<file path="src/rtl/dwl_pkg.sv">
`default_nettype none
package dwl_pkg;

	localparam int NODE_DEPTH_DEF  = 65536;
	localparam int LETTER_BITS_DEF = 16;
	localparam int FIELD_W         = 16;
	localparam int ADDR_LIMIT      = 65535;

	localparam logic OP_WRITE  = 1'b0;
	localparam logic OP_LOOKUP = 1'b1;

	typedef enum logic {
		ST_IDLE,
		ST_SCAN
	} dwl_state_t;

	typedef struct packed {
		logic               operation;
		logic [FIELD_W-1:0] node_address;
		logic [FIELD_W-1:0] node_letter;
		logic               node_is_word;
		logic               node_is_last;
		logic [FIELD_W-1:0] node_offset;
		logic [FIELD_W-1:0] letter;
		logic               word_end;
	} dwl_in_t;

	typedef struct packed {
		logic found;
		logic table_fault;
	} dwl_out_t;

endpackage
`default_nettype wire

</file>
<file path="src/rtl/dwl_scan_ctrl.sv">
`default_nettype none
module dwl_scan_ctrl import dwl_pkg::*; #(
	parameter int NODE_DEPTH  = NODE_DEPTH_DEF,
	parameter int LETTER_BITS = LETTER_BITS_DEF,
	localparam int AW = (NODE_DEPTH > 1) ? $clog2(NODE_DEPTH) : 1,
	localparam int EW = LETTER_BITS + 2 + FIELD_W
) (
	input  wire logic          clk,
	input  wire logic          arst_n,
	input  wire logic          start,
	input  wire dwl_in_t       item,
	output logic               busy,
	output logic               done,
	output dwl_out_t           result,
	output logic               we,
	output logic [AW-1:0]      waddr,
	output logic [EW-1:0]      wdata,
	output logic [AW-1:0]      raddr,
	input  wire logic [EW-1:0] rdata
);

	localparam int SW = AW + 1;
	localparam int CW = ((AW > FIELD_W) ? AW : FIELD_W) + 1;
	localparam int WORD_POS = LETTER_BITS;
	localparam int LAST_POS = LETTER_BITS + 1;
	localparam int OFF_LO   = LETTER_BITS + 2;

	dwl_state_t state_q, state_d;

	logic [AW-1:0]          list_start_q, list_start_d;
	logic                   alive_q, alive_d;
	logic                   fault_q, fault_d;
	logic [AW-1:0]          scan_q, scan_d;
	logic [LETTER_BITS-1:0] want_q, want_d;
	logic                   final_q, final_d;
	logic                   done_q, done_d;
	dwl_out_t               result_q, result_d;

	logic [LETTER_BITS-1:0] node_letter;
	logic                   node_word;
	logic                   node_last;
	logic [FIELD_W-1:0]     node_off;
	logic                   match;
	logic [SW-1:0]          next_addr;
	logic                   past_end;
	logic [CW-1:0]          child;
	logic                   child_bad;
	logic                   scan_stop;
	logic                   in_range;
	logic                   fin_char;
	logic                   finish;
	logic                   hit_word;

	assign node_letter = rdata[LETTER_BITS-1:0];
	assign node_word   = rdata[WORD_POS];
	assign node_last   = rdata[LAST_POS];
	assign node_off    = rdata[OFF_LO +: FIELD_W];
	assign match       = node_letter == want_q;
	assign next_addr   = SW'(scan_q) + SW'(1);
	assign past_end    = next_addr == SW'(NODE_DEPTH);
	assign child       = CW'(scan_q) + CW'(node_off);
	assign child_bad   = (child >= CW'(NODE_DEPTH)) || (child > CW'(ADDR_LIMIT));
	assign scan_stop   = match || node_last || past_end;
	assign in_range    = 32'(item.node_address) < 32'(NODE_DEPTH);
	assign fin_char    = (state_q == ST_SCAN) ? final_q : item.word_end;

	// next state
	always_comb begin
		state_d = state_q;
		unique case (state_q)
			ST_IDLE: begin
				if (start && item.operation == OP_LOOKUP && alive_q) begin
					state_d = ST_SCAN;
				end
			end
			ST_SCAN: begin
				if (scan_stop) begin
					state_d = ST_IDLE;
				end
			end
			default: state_d = ST_IDLE;
		endcase
	end

	// outputs and datapath updates
	always_comb begin
		list_start_d = list_start_q;
		alive_d      = alive_q;
		fault_d      = fault_q;
		scan_d       = scan_q;
		want_d       = want_q;
		final_d      = final_q;
		done_d       = 1'b0;
		result_d     = result_q;
		finish       = 1'b0;
		hit_word     = 1'b0;
		busy         = state_q != ST_IDLE;
		we           = 1'b0;
		waddr        = AW'(item.node_address);
		wdata        = {item.node_offset, item.node_is_last, item.node_is_word,
		                LETTER_BITS'(item.node_letter)};
		raddr        = list_start_q;
		unique case (state_q)
			ST_IDLE: begin
				if (start) begin
					if (item.operation == OP_WRITE) begin
						we = in_range;
					end else begin
						want_d  = LETTER_BITS'(item.letter);
						final_d = item.word_end;
						scan_d  = list_start_q;
						// a dead word only waits for its last character
						finish  = !alive_q;
					end
				end
			end
			ST_SCAN: begin
				raddr = next_addr[AW-1:0];
				scan_d = next_addr[AW-1:0];
				if (match) begin
					finish = 1'b1;
					if (final_q) begin
						hit_word = node_word;
					end else if (node_off == '0) begin
						alive_d = 1'b0;
					end else if (child_bad) begin
						fault_d = 1'b1;
						alive_d = 1'b0;
					end else begin
						list_start_d = child[AW-1:0];
					end
				end else if (node_last) begin
					finish  = 1'b1;
					alive_d = 1'b0;
				end else if (past_end) begin
					finish  = 1'b1;
					fault_d = 1'b1;
					alive_d = 1'b0;
				end
			end
			default: ;
		endcase
		if (finish && fin_char) begin
			done_d               = 1'b1;
			result_d.found       = alive_d && hit_word;
			result_d.table_fault = fault_d;
			list_start_d         = '0;
			alive_d              = 1'b1;
			fault_d              = 1'b0;
		end
	end

	always_ff @(posedge clk or negedge arst_n) begin
		if (!arst_n) begin
			state_q      <= ST_IDLE;
			list_start_q <= '0;
			alive_q      <= 1'b1;
			fault_q      <= 1'b0;
			done_q       <= 1'b0;
		end else begin
			state_q      <= state_d;
			list_start_q <= list_start_d;
			alive_q      <= alive_d;
			fault_q      <= fault_d;
			done_q       <= done_d;
		end
	end

	always_ff @(posedge clk) begin
		scan_q   <= scan_d;
		want_q   <= want_d;
		final_q  <= final_d;
		result_q <= result_d;
	end

	assign done   = done_q;
	assign result = result_q;

	a_done_source: assert property (@(posedge clk) disable iff (!arst_n)
		done_q |-> $past(state_q == ST_SCAN || (start && !busy)))
		else $error("result strobe without a finished scan or transaction");

	a_word_restart: assert property (@(posedge clk) disable iff (!arst_n)
		done_q |-> (list_start_q == '0 && alive_q && !fault_q))
		else $error("word state not back at root after result");

	a_no_write_in_scan: assert property (@(posedge clk) disable iff (!arst_n)
		we |-> (state_q == ST_IDLE))
		else $error("store written during a scan");

	a_found_no_fault: assert property (@(posedge clk) disable iff (!arst_n)
		done_q |-> !(result_q.found && result_q.table_fault))
		else $error("found reported together with table fault");

endmodule
`default_nettype wire

</file>
<file path="config.mk">
export PLATFORM = sky130hd
export DESIGN_NAME = dwl_scan_ctrl
export DESIGN_NICKNAME = d
export VERILOG_FILES = /design/src/rtl/dwl_pkg.sv /design/src/rtl/dwl_scan_ctrl.sv
export SDC_FILE = /design/constraint.sdc
export NUM_CORES = 1
export LEC_CHECK = 0
export BUFFER_PORTS_ARGS = -buffer_cell sky130_fd_sc_hd__buf_4
export CAP_MARGIN = 20
export CORE_MARGIN = 1
export CORE_UTILIZATION = 50
export DETAILED_ROUTE_END_ITERATION = 10
export PLACE_DENSITY = 0.95
export SLEW_MARGIN = 30
export SYNTH_ARGS = -nofsm -noshare
export SYNTH_HDL_FRONTEND = slang
export SYNTH_SLANG_ARGS = --single-unit
</file>
<file path="constraint.sdc">
create_clock -name clk -period 5.57 [get_ports clk]
set_clock_uncertainty 0.1 [all_clocks]
set_input_delay 1.114 -clock clk [delete_from_list [all_inputs] [get_ports clk]]
set_output_delay 1.114 -clock clk [all_outputs]
set_load 0.01 [all_outputs]
</file>
# After elaboration in Yosys (flattened, before gate mapping)

Cells that the tools add are included.

Equality and inequality tests: 7
Bitwise operators: 1
Multiplexer cells: 43
Reduce and logical (&&, ||, !) cells: 14
$lt $le $gt $ge: 2
Add/sub/neg operators: 2

Operator list:

| operator                | number |
|---|---|
| $mux W16                | 9 |
| $pmux W16 S2            | 1 |
| $mux W1                 | 31 |
| $add A16 B1 Y17 const B | 1 |
| $add A16 B16 Y17        | 1 |
| $eq A17 B17 Y1 const B  | 1 |
| $ge A17 B17 Y1 const B  | 1 |
| $gt A17 B16 Y1 const B  | 1 |
| $eq A16 B16 Y1          | 1 |
| $logic_not A16 Y1       | 1 |
| $ne A2 B1 Y1 const B    | 3 |
| $reduce_and A5 Y1       | 1 |
| $logic_and A1 B1 Y1     | 4 |
| $ne A2 B2 Y1 const B    | 2 |
| $pmux W1 S2             | 2 |
| $reduce_bool A2 Y1      | 2 |
| $logic_or A1 B1 Y1      | 3 |
| $reduce_and A3 Y1       | 1 |
| $reduce_and A2 Y1       | 1 |
| $logic_not A1 Y1        | 1 |
| $not A1 Y1              | 1 |

Output and inout port bits: 71
Word-level logic and storage cells: 79
Register bits: 55
Input port bits: 105

# Longest topological paths before layout

Gate-level depths: netlist of the first run.

Word-level depth: 9
Depth in mapped cells: 11
Depth with buffers taken out: 9

# Worst setup path after synthesis of the first run

Ideal clock, no wire load.

Kind: input to register
Start: in rdata[18]
End: reg list_start_q[12]
Required time: 5.397 ns
Data arrival time: 3.377 ns
Library setup time: 0.073 ns
Path buffers: 1
Setup slack: 2.020 ns
Cell stages on the path: 10
Cells stage by stage: ha_1 fa_1 a211oi_2 o211ai_1 nand3_1 a31oi_1 a2111o_1 buf_2 or3_1 a21oi_2

Word-level cells in the longest chain between the ends: 7
Elaborated cells on any way between the ends: 14
Classes of those cells: 1 x add/sub; 2 x order compare; 2 x eq/ne; 6 x mux; 3 x reduce/logical

RTL lines:

| element                                                                  | line                 | RTL |
|---|---|---|
| from (decl)                                                              | dwl_scan_ctrl.sv:19  | `input wire logic [EW-1:0] rdata` |
| parallel branches: the longest is 7 deep, another holds $add A16 B16 Y17 | n/a                  |  |
| to (signal assigned)                                                     | dwl_scan_ctrl.sv:162 | `list_start_q <= list_start_d;` |
| to (decl)                                                                | dwl_scan_ctrl.sv:30  | `logic [AW-1:0] list_start_q, list_start_d;` |

Several ways; the timed one is not identified. The select of a mux whose other input is x is not followed.
A chain may end at the register's enable or synchronous reset.

# Final worst setup path of the first run

Same ends and word-level chain as after synthesis.

==> reports/results.ini, run 1 <==
[final_layout]
stdcell_count = 483
layout-drive-gt1-share_pct = 24.5
regArea_sq_um = 1550
finalNetCount = 509
diodes = 0
multiInputGateArea_sq_um = 1680
fill_cells = 576
syn_to_final_growth_pct = 10.3

[sta]
rsz0062_at_grt = no
finalMaxSlewViolations = 0
finalCritPeriodShare_pct = 68.8
fin_tns_setup_ns = 0
clock.fmax_ghz = 0.261
slew_headroom_pct = 43.4
worst_pin_slew_ns = 0.849
setup_viol = 0
period_needed_ns = 3.83
finalHoldViolations = 0

[clocking]
h-tree-depth = 2
clk_latency_ns = 0.34
max-clock-path-buffers = 2
ctsHoldBuffers = 0
ctsResizeCount = 0
cts.clk_slew.worst_paths_ns = 0.10
cts_root_buf = clkbuf_8
cts_sinks = 55
cts_tree = built
post-cts-setup-buffers = 0
cts_buffers = 5

[synthesis]
async_reset_ff_share_pct = 36.4
ys_seq_elements = 55
yosysWarnings = 0
syn-num-nets = 484
synthFlopType = edfxtp_1
synth_cells = 361
yosysSeqAreaShare_pct = 42.1
synth_edf_count = 35
ys_types = 54
post_synth.cell_area_avg_sq_um = 10.2
syn_area_sq_um = 3690

[worst_setup_path]
worstReg2RegStart = scan_q[0]$_DFFE_PP_
cp_max_fo = 14
reg2reg_depth = 9
cp.required_ns = 5.73
regToRegSetupSlack_ns = 2.11
start_kind = input port
worst_r2r_endpoint = list_start_q[12]$_DFFE_PN0P_
cp_data_arrival_time_ns = 3.99
end_kind = flop
path_class = input port to flop

[global_routing]
grt_pass1_wl_um = 13700
antenna_found_initial = 0
grt_pass1_vias = 2820
grt_util_all_layers_pct = 23.7
grt_start_max_net_pins = 26
overflow = 0

[power_and_ir_drop]
power_mw = 1.36
power_leakage_nw = 1.79
vdd_ir_drop_max_mv = 0.173
power_density_nw_per_um2 = 334

[die]
fp.dieW_um = 87.9
initial_utilization_pct = 53.1
ios = 176
fp-row-count = 30
core-area_sq_um = 6940
die_area_sq_um = 7730
die_h_um = 87.9

[placement]
hpwl_um = 6620
globalplace.congestion = 0.905
port_buffers = 75
dp_cells = 475

[hold_path]
holdPathEnd = list_start_q[5]$_DFFE_PN0P_
worstHoldStart = list_start_q[5]$_DFFE_PN0P_
hp-class = flop to flop
hold_depth = 2

[route]
via_per_inst = 5.86
wire_per_inst_um = 18.1
vias = 2830
antenna_left = 0
drt_iter0_drc = 209
wl_met3_um = 636
wl_met1_um = 3370
drc = 0
met2WireLength_um = 4400
wirelength_um = 8730
firstDrtPassIters = 5
top_layer_used = met4

[run]
maxCapViolCount = 0

[outcome]
status = finished, final reports clean

-- kinds of logic after synthesis --
family | count (synthesis) | synth area share (%)
AND/OR/NAND/NOR | 103 | 14.2
flip-flops | 55 | 42.1
XOR/XNOR | 41 | 9.73
adder cells (fa/ha/maj) | 18 | 6.31
AO/OA/AOI/OAI | 61 | 11.5
multiplexers | 14 | 3.83
buffers and inverters | 69 | 12.3
-- stage by stage --
step | util, % | hold slack [ns] | setup WS, ns | area, sq um
2_1_floorplan | - | 0.385 | 2.02 | 3690
3_3_place_gp | 57.2 | 0.407 | 1.48 | 3970
3_5_place_dp | 57.2 | 0.422 | 1.42 | 3970
4_1_cts | 58.6 | 0.439 | 1.75 | 4070
5_1_grt | 58.6 | 0.462 | 1.60 | 4070
6_report | 58.6 | 0.441 | 1.74 | 4070
-- routing by layer --
| metal | vias up | track usage, % |
|---|---|---|
| met4 | 0 | 12.7 |
| li1 | 1286 | - |
| met5 | - | 0 |
| met3 | 41 | 4.34 |
| met2 | 153 | 41.0 |
| met1 | 1350 | 27.8 |
-- cell usage after synthesis (2+ instances only) --
cell type,instances,area (sq um)
mux2i_1,13,130
a31oi_1,6,37.5
and2_1,2,12.5
nor2b_1,4,25.0
or2_2,2,12.5
xor2_1,11,96.3
o22ai_1,2,12.5
nand4_1,7,43.8
ha_1,17,213
a21oi_1,22,110
dfrtp_1,19,475
nor3_1,2,10.0
o211ai_1,4,30.0
buf_2,2,10.0
a211oi_1,2,15.0
nand2b_1,2,12.5
a21o_1,4,30.0
edfxtp_1,35,1050
nand2_1,16,60.1
and3_1,8,50.1
xnor2_1,30,263
inv_1,11,41.3
clkbuf_1,5,18.8
o21ai_0,5,25.0
nand3_1,8,40.0
nor2_1,38,143
or3_1,3,18.8
and4_1,2,17.5
buf_4,51,383
nor4_1,4,25.0
-- registers in the layout, indices dropped and copies added, names as in the netlist --
register	flops
alive_q	1
busy	1
done	1
fault_q	1
final_q	1
list_start_q	16
result	2
scan_q	16
want_q	16
-- worst max-delay path by stage --
stage,startpoint,to,depth (start not counted)
floorplan,rdata[18],list_start_q[12]$_DFFE_PN0P_,10
global placement,rdata[18],list_start_q[12]$_DFFE_PN0P_,10
detailed placement,rdata[18],list_start_q[12]$_DFFE_PN0P_,10
CTS,rdata[18],list_start_q[12]$_DFFE_PN0P_,10
global route,rdata[18],list_start_q[12]$_DFFE_PN0P_,10
finish,rdata[18],list_start_q[12]$_DFFE_PN0P_,10
-- where the power goes --
part	internal [mW]	switching, mW	leakage, nW	total [mW]
Combinational	0.245	0.296	1.13	0.541
Clock	0.0950	0.153	0.0515	0.248
Sequential	0.508	0.0613	0.612	0.569
-- placed cells by master, fill, tap and decap left out, types with 6 or more instances in the layout --
cell and n:
xor2_1 11, mux2i_1 13, and3_1 8, ha_1 17
nor2_1 38, nand4_1 7, a31oi_1 6, xnor2_1 30
nand2_1 16, nand3_1 8, edfxtp_1 35, inv_1 11
buf_4 76, dfrtp_1 19, a21oi_1 22
-- worst max-delay path, cell delays in order --
cell and delay, ns:
buf_4 0.11, ha_1 0.21, fa_1 0.44, a211oi_2 0.29, o211ai_1 0.19, nand3_1 0.14, a31oi_1 0.17, a2111o_1 0.71
or3_1 0.47, a21oi_2 0.13
-- final cells by class --
type                    count  area share (%)
multi-input cells         237            41.4
flip-flops and latches     55            38.1
repair buffers             76            14.0
well taps                  96            2.95
clock buffers               5            1.69
inverters                  11            1.01
clock inverters             3           0.830
Note: power is estimated with default switching activity, not from simulation.
==> run 2, diff against run 1 <==
Settings changed: CORE_UTILIZATION 50 to 47, PLACE_DENSITY 0.95 to 0.92.
Clock period 5.57 ns to 3.64 ns, I/O delays scaled along.
==> run 2 against run 1 <==
Compared with the run above:
- worst hold slack worse by 0.25 ns
- design area increased by 0.40%
- critical path depth rose by 1
- sequential share of layout area down 0.15 points
- clock power rose by 42%
- via count shrank 2.0%
- global-route usage is 2.3 points lower
- power increased by 51%
- sequential power grew 54%
- sequential cell count did not move
- critical endpoint is now list_start_q[7]$_DFFE_PN0P_
==> reports/results.ini, run 2 (same netlist as run 1, synthesis figures left out) <==
[global_routing]
use_met2_pct = 37.6
grtUsageMet3_pct = 4.97
grt_util_all_layers_pct = 21.4
grt_pass1_vias = 2848
grt_start_max_net_pins = 21
busiest_layer = met2
antenna_found_initial = 0
overflow = 0
met1_usage_pct = 24.1
grt_pass1_wl_um = 13700

[worst_setup_path]
cp.required_ns = 3.72
end_kind = flop
start_kind = input port
reg2reg_depth = 10
cp_data_arrival_time_ns = 3.16
cp_max_fo = 13
path_class = input port to flop

[die]
initial_utilization_pct = 49.8
die_area_sq_um = 8210
core-area_sq_um = 7410
fp-row-count = 31
ios = 176
die_h_um = 90.6
fp.dieW_um = 90.6

[final_layout]
fill_cells = 622
finalNetCount = 512
reg_top3 = list_start_q: 16 flops, scan_q: 16 flops, want_q: 16 flops
layout_commonest_cell = buf_4
layout-drive-gt1-share_pct = 24.9
diodes = 0
final_cell_mix = buf_4 (79), nor2_1 (38), edfxtp_1 (35)
syn_to_final_growth_pct = 10.8

[clocking]
cts.clk_slew.worst_paths_ns = 0.10
h-tree-depth = 2
ctsHoldBuffers = 0
post-cts-setup-buffers = 0
cts_tree = built
max-clock-path-buffers = 2
ctsResizeCount = 0
cts_root_buf = clkbuf_8
clk_latency_ns = 0.32
cts_buffers = 5
cts_sinks = 55

[power_and_ir_drop]
clock_power_share_pct = 17.1
power_leakage_nw = 1.80
internal_power_mw = 1.30
pwr-share-comb_pct = 40.2
p_seq_share_pct = 42.7
swShare_pct = 36.9
power_density_nw_per_um2 = 502
vdd_ir_drop_max_mv = 0.276
switchingPower_mw = 0.756

[route]
via_per_inst = 5.67
wirelength_um = 8690
vias = 2772
antenna_left = 0
firstDrtPassIters = 4
drc = 0
wire_per_inst_um = 17.8
drt_iter0_drc = 205

[sta]
setup_slack_ns = 0.561
finalCritPeriodShare_pct = 84.6
clock.fmax_ghz = 0.325
finalMaxSlewViolations = 0
finalHoldViolations = 0
slew_headroom_pct = 49.0
worst_pin_slew_ns = 0.765
fin_tns_setup_ns = 0
period_needed_ns = 3.08
setup_viol = 0
rsz0062_at_grt = no

[outcome]
status = finished, final reports clean

[placement]
port_buffers = 75
globalplace.congestion = 0.922
hpwl_um = 6750
dp_slack_ns = 0.253

[run]
maxCapViolCount = 0

[hold_path]
hp-class = input port to asynchronous set/reset pin

[run 2: worst max-delay path, stage by stage]
cell	delay, ns
buf_4	0.11
ha_1	0.21
fa_1	0.44
a211oi_2	0.31
o211ai_1	0.19
nand3_1	0.15
a31oi_1	0.17
a2111o_1	0.42
buf_4	0.22
mux2i_1	0.16
nor2_1	0.06
[run 2: final timing paths]
path                                             start                      endpoint  slack (ns)
min reg2reg                list_start_q[5]$_DFFE_PN0P_   list_start_q[5]$_DFFE_PN0P_        0.43
max reg2reg                        scan_q[0]$_DFFE_PP_   list_start_q[7]$_DFFE_PN0P_        0.60
max in group asynchronous                       arst_n             alive_q$_DFF_PN1_        2.98
max                                          rdata[18]   list_start_q[7]$_DFFE_PN0P_        0.56
min in group clk           list_start_q[5]$_DFFE_PN0P_   list_start_q[5]$_DFFE_PN0P_        0.43
min                                             arst_n  list_start_q[12]$_DFFE_PN0P_        0.19
[run 2: stage by stage]
stage          cell area (sq um)  cells  hold slack (ns)  util (%)  power, mW
3_3_place_gp                4000    481            0.405      53.9       1.66
2_1_floorplan               3690    361            0.332         -       1.46
5_1_grt                     4090    489            0.186      55.2       2.17
6_report                    4090    489            0.187      55.2       2.05
3_5_place_dp                4000    481            0.415      53.9       1.69
4_1_cts                     4090    489            0.188      55.2       2.05
[run 2: routing by layer]
metal  vias to the layer above  wire, um
met3                        42       531
met4                         0       336
met2                       108      4500
met5                         -         0
li1                       1296         -
met1                      1326      3320
[run 2: cell type report]
cell class	count	area, sq um	share of cell area [%]
inverters	11	41.3	1.01
well taps	99	124	3.03
multi-input cells	237	1680	41.2
clock buffers	5	68.8	1.68
repair buffers	79	593	14.5
flip-flops and latches	55	1550	38.0
clock inverters	3	23.8	0.582
[run 2: power groups by stage]
stage	clock (mW)	sequential, mW	combinational (mW)
after floorplan	0	0.845	0.610
after global placement	0	0.879	0.779
after detailed placement	0	0.885	0.810
after CTS	0.356	0.872	0.820
after global routing	0.384	0.885	0.904
final	0.351	0.876	0.825
